$ cat src/rtl/tlbf_pkg.sv
`timescale 1ns / 1ps
// ----------------------------------------------------------------------------
// tlbf_pkg
// Shared widths, sizes and controller/datapath interface types for the
// TLB and FIFO paging block.
// ----------------------------------------------------------------------------
package tlbf_pkg;

  localparam int OFFSET_BITS     = 12;
  localparam int PAGE_BITS       = 10;
  localparam int FRAME_BITS      = 8;
  localparam int PAGE_TOTAL      = 1 << PAGE_BITS;
  localparam int FRAME_TOTAL     = 1 << FRAME_BITS;
  localparam int ALLOC_BITS      = FRAME_BITS + 1;
  localparam int STAMP_BITS      = 32;
  localparam int ADDR_BITS       = 32;
  localparam int PHYS_BITS       = FRAME_BITS + OFFSET_BITS;
  localparam int VCOUNT_BITS     = 6;
  localparam int POP_BITS        = 9;
  localparam int TLB_ENTRIES_DEF = 32;

  // controller to datapath commands
  typedef struct packed {
    logic load_in;
    logic hit_update;
    logic take_frame;
    logic alloc_new;
    logic fault_full;
    logic evict_start;
    logic evict_flush;
    logic map_page;
    logic slot_pick;
    logic scan_step;
    logic insert;
    logic out_load;
    logic clear_step;
  } cmd_t;

  // datapath to controller status
  typedef struct packed {
    logic hit;
    logic pt_valid;
    logic alloc_full;
    logic any_free;
    logic scan_last;
    logic out_free;
    logic clear_last;
  } sts_t;

endpackage

$ cat src/rtl/tlbf_ctrl.sv
`timescale 1ns / 1ps
// ----------------------------------------------------------------------------
// tlbf_ctrl
// Sequencer: table clear after reset, then lookup, page table walk, FIFO
// replacement, LRU slot choice, TLB insert and result hand-off.
// ----------------------------------------------------------------------------
module tlbf_ctrl
  import tlbf_pkg::*;
(
  input  logic clk,
  input  logic rst,
  input  logic in_valid,
  output logic in_ready,
  input  sts_t sts,
  output cmd_t cmd
);

  typedef enum logic [3:0] {
    S_CLEAR, S_IDLE, S_LOOK, S_PTCHK, S_FIFO, S_EVPT, S_MAP,
    S_SLOT, S_SCAN, S_INS, S_DONE
  } state_t;

  state_t state, state_next;

  assign in_ready = (state == S_IDLE);

  // next state and commands
  always_comb begin
    state_next = state;
    cmd = '0;
    unique case (state)
      S_CLEAR: begin
        cmd.clear_step = 1'b1;
        if (sts.clear_last) state_next = S_IDLE;
      end
      S_IDLE: begin
        if (in_valid) begin
          cmd.load_in = 1'b1;
          state_next = S_LOOK;
        end
      end
      S_LOOK: begin
        if (sts.hit) begin
          cmd.hit_update = 1'b1;
          state_next = S_DONE;
        end else begin
          state_next = S_PTCHK;
        end
      end
      S_PTCHK: begin
        if (sts.pt_valid) begin
          cmd.take_frame = 1'b1;
          state_next = S_SLOT;
        end else if (!sts.alloc_full) begin
          cmd.alloc_new = 1'b1;
          state_next = S_SLOT;
        end else begin
          cmd.fault_full = 1'b1;
          state_next = S_FIFO;
        end
      end
      S_FIFO: begin
        cmd.evict_start = 1'b1;
        state_next = S_EVPT;
      end
      S_EVPT: begin
        cmd.evict_flush = 1'b1;
        state_next = S_MAP;
      end
      S_MAP: begin
        cmd.map_page = 1'b1;
        state_next = S_SLOT;
      end
      S_SLOT: begin
        cmd.slot_pick = 1'b1;
        state_next = sts.any_free ? S_INS : S_SCAN;
      end
      S_SCAN: begin
        cmd.scan_step = 1'b1;
        if (sts.scan_last) state_next = S_INS;
      end
      S_INS: begin
        cmd.insert = 1'b1;
        state_next = S_DONE;
      end
      S_DONE: begin
        if (sts.out_free) begin
          cmd.out_load = 1'b1;
          state_next = S_IDLE;
        end
      end
      default: state_next = S_IDLE;
    endcase
  end

  // state register
  always_ff @(posedge clk) begin
    if (rst) begin
      state <= S_CLEAR;
    end else begin
      state <= state_next;
    end
  end

endmodule

$ cat config.mk
export PLATFORM = sky130hd
export DESIGN_NAME = tlbf_ctrl
export DESIGN_NICKNAME = d
export VERILOG_FILES = /design/src/rtl/tlbf_pkg.sv /design/src/rtl/tlbf_ctrl.sv
export SDC_FILE = /design/constraint.sdc
export NUM_CORES = 1
export LEC_CHECK = 0
export BUFFER_PORTS_ARGS = -buffer_cell sky130_fd_sc_hd__buf_2
export CAP_MARGIN = 0
export CORE_AREA = 2 2 39 41
export CTS_CLUSTER_DIAMETER = 200
export DETAILED_ROUTE_END_ITERATION = 8
export DIE_AREA = 0 0 41 43
export PLACE_DENSITY_LB_ADDON = 0.3
export SLEW_MARGIN = 10
export SYNTH_ARGS = -nofsm -noshare
export SYNTH_HDL_FRONTEND = slang
export SYNTH_SLANG_ARGS = --single-unit
$ cat constraint.sdc
create_clock -name clk -period 1.84 [get_ports clk]
set_clock_uncertainty 0.05 [all_clocks]
set_input_delay 0.368 -clock clk [delete_from_list [all_inputs] [get_ports clk]]
set_output_delay 0.368 -clock clk [all_outputs]
set_load 0.1 [all_outputs]
==> results.py <==
metrics = {
    "global_route": {
        "grt_start_max_net_pins": 18,
        "antenna_found_initial": 0,
        "grt_overflow": 0,
        "grt_pass1_vias": 480,
        "grt_pass1_wl_um": 2090,
        "grtUsageTotal_pct": 17.4,
    },
    "layout": {
        "antennaDiodeCount": 0,
        "reg.largest.list": "state (4)",
        "num-nets-final": 107,
        "drive_gt1_share_pct": 57.3,
        "multi_input_area_um2": 469,
        "largest_register_ffs": 4,
        "max_flop_register": "state",
        "syn2layout_area_growth_pct": 127,
        "fillers": 104,
        "final-seq-area_um2": 88.8,
    },
    "critical_path": {
        "worst-setup-path-type": "reg2out",
        "critPathMaxFanout": 7,
        "r2r_start": "state[1]$_SDFFE_PP0P_",
        "startpoint": "state[2]$_SDFFE_PP0P_",
        "cp_data_required_time_ns": 1.42,
        "arrival_ns": 1.35,
        "end_kind": "primary output",
        "cp-start-kind": "register",
    },
    "floorplanning": {
        "dieArea_mm2": 0.00176,
        "die_w_um": 41,
        "rows": 14,
        "initial_core_util_pct": 31.9,
        "core_area_mm2": 0.00138,
        "io_pins": 24,
        "die_h_um": 43,
    },
    "yosys": {
        "synth_warnings": 0,
        "synth_cell_types": 32,
        "synth_area_leaders": "dfxtp_1 (18%), nor3_1 (7.9%), nand2b_1 (7.1%), nor2_1 (6.8%), nor2b_1 (5.7%)",
        "synth_cells": 65,
        "ys_ff_latch": 4,
        "ys.flop_type": "dfxtp_1",
        "async_flop_share_pct": 0,
        "syn_area_per_cell_um2": 6.79,
        "synth_fp_nets": 75,
        "synth_top_area_share_pct": 18.1,
        "synth_top_cell_by_area": "dfxtp_1",
        "synth.yosys.seq_area_share_pct": 18.1,
        "syn-cell-area_um2": 442,
        "synth-edff-count": 0,
    },
    "clocking": {
        "cts_sinks": 4,
        "cts_htree_levels": 1,
        "clock_path_buffers": 2,
        "root_buffer": "clkbuf_4",
        "clock_latency_ns": 0.24,
        "cts_buffers": 3,
        "cts.clk_slew.worst_paths_ns": 0.04,
        "ctsHoldBuffers": 0,
        "tritoncts": "yes",
    },
    "min_path": {
        "hold_start": "rst",
        "hold_class": "in2reg",
    },
    "routing": {
        "drtAntennaViolNets": 0,
        "first_pass_iters": 4,
        "vias": 599,
        "drtIter0Drc": 9,
        "drc_errors": 0,
        "drt-total-wl_um": 1430,
        "viasPerCell": 5.35,
        "wl_per_cell_um": 12.7,
    },
    "timing": {
        "rsz0062_at_grt": "no",
        "fin_ws_ns": 0.0706,
        "slew_headroom_pct": 82.9,
        "fmax_mhz": 565,
        "setup_viol": 0,
        "finalMaxSlewViolations": 0,
        "period_needed_ns": 1.77,
        "tightest_slew_ns": 0.255,
        "finalCritPeriodShare_pct": 96.2,
        "hold_viol": 0,
    },
    "placed_design": {
        "port_buffers": 23,
        "hpwlAfterDp_um": 1040,
        "dp_slack_ns": 0.180,
        "gp_congestion": 0.839,
    },
    "outcome": {
        "status": "finished, final reports clean",
    },
    "pwr": {
        "irDropWorstVdd_mv": 0.481,
        "power_density_mw_per_mm2": 593,
        "design_power_total_w": 0.000595,
        "power_leakage_nw": 0.391,
    },
    "job": {
        "drv_cap": 0,
    },
}
## area by class of cell
| class | count | area share (%) |
|---|---|---|
| multi-input cells | 54 | 46.7 |
| repair buffers | 32 | 39.1 |
| flip-flops and latches | 4 | 8.84 |
| clock buffers | 4 | 2.62 |
| well taps | 16 | 1.99 |
| inverters | 2 | 0.747 |
## synthesized netlist by cell type, types with 2 or more instances
cell type / instances
a21oi_1: 3
nand2_1: 3
nand2b_1: 5
nor2_1: 8
dfxtp_1: 4
o21ai_0: 3
nor2b_1: 4
o21ai_1: 2
inv_1: 2
clkbuf_1: 3
nor3_1: 7
## stage by stage
| step | util [%] | hold slack [ns] | TNS (ns) | area (µm²) | instances |
|---|---|---|---|---|---|
| final | 72.6 | 0.289 | 0 | 1000 | 112 |
| after CTS | 69.3 | 0.279 | 0 | 960 | 106 |
| after global placement | 66.9 | 0.525 | 0 | 926 | 102 |
| after global routing | 72.6 | 0.290 | 0 | 1000 | 112 |
| after detailed placement | 66.9 | 0.528 | 0 | 926 | 102 |
| after floorplan | - | 0.380 | -0.889 | 638 | 65 |
## power breakdown
part	leakage, nW	internal (W)	switching (W)	total (W)
Combinational	0.341	0.000148	0.000208	0.000356
Clock	0.0150	0.0000817	0.0000409	0.000123
Sequential	0.0344	0.0000957	0.0000208	0.000116
Total	0.391	0.000325	0.000270	0.000595
## worst max-delay path: stages (launching register included)
cell     delay, ns
dfxtp_1       0.30
or2_4         0.32
nor4_4        0.27
buf_12        0.21
## routing by layer
layer	share of wire [%]	vias up	GRT usage, %
met5	0	-	0
met4	2.1	0	6.00
met3	4.2	5	4.71
met2	52	15	26.6
met1	42	276	22.7
li1	-	303	-
## cell families (layout without fill, tap and decap cells)
logic type	count (synthesis)	in the layout	synth area share, %
xor+xnor	1	1	1.98
compound gates	17	17	26.6
buf+inv	7	38	7.93
mux	2	2	4.82
flops	4	4	18.1
simple gates	34	34	40.5
## worst paths after layout
check,slack (ns),cells after the start,to
max,0.07,3,cmd[9]
min,0.29,2,state[0]$_SDFFE_PP0P_
max reg2reg,0.18,5,state[3]$_SDFFE_PP0P_
min reg2reg,0.55,2,state[0]$_SDFFE_PP0P_
## placed cells by master, fill, tap and decap left out, drive strengths merged, types with 2 or more instances in the layout
cell type  instances
inv                2
buf               32
nor3               7
nand2b             5
nor2b              4
nor2               8
dfxtp              4
clkbuf             4
o21ai              5
nand2              3
a21oi              3
## repair_timing
action                                  CTS  global route
endpoints found under the setup margin    5             3
pin swaps                                 1             0
resized for setup                         3             0
buffers inserted                          0             6
hold endpoints to repair                  0             0
No activity file was read; power rests on OpenSTA's default activity.
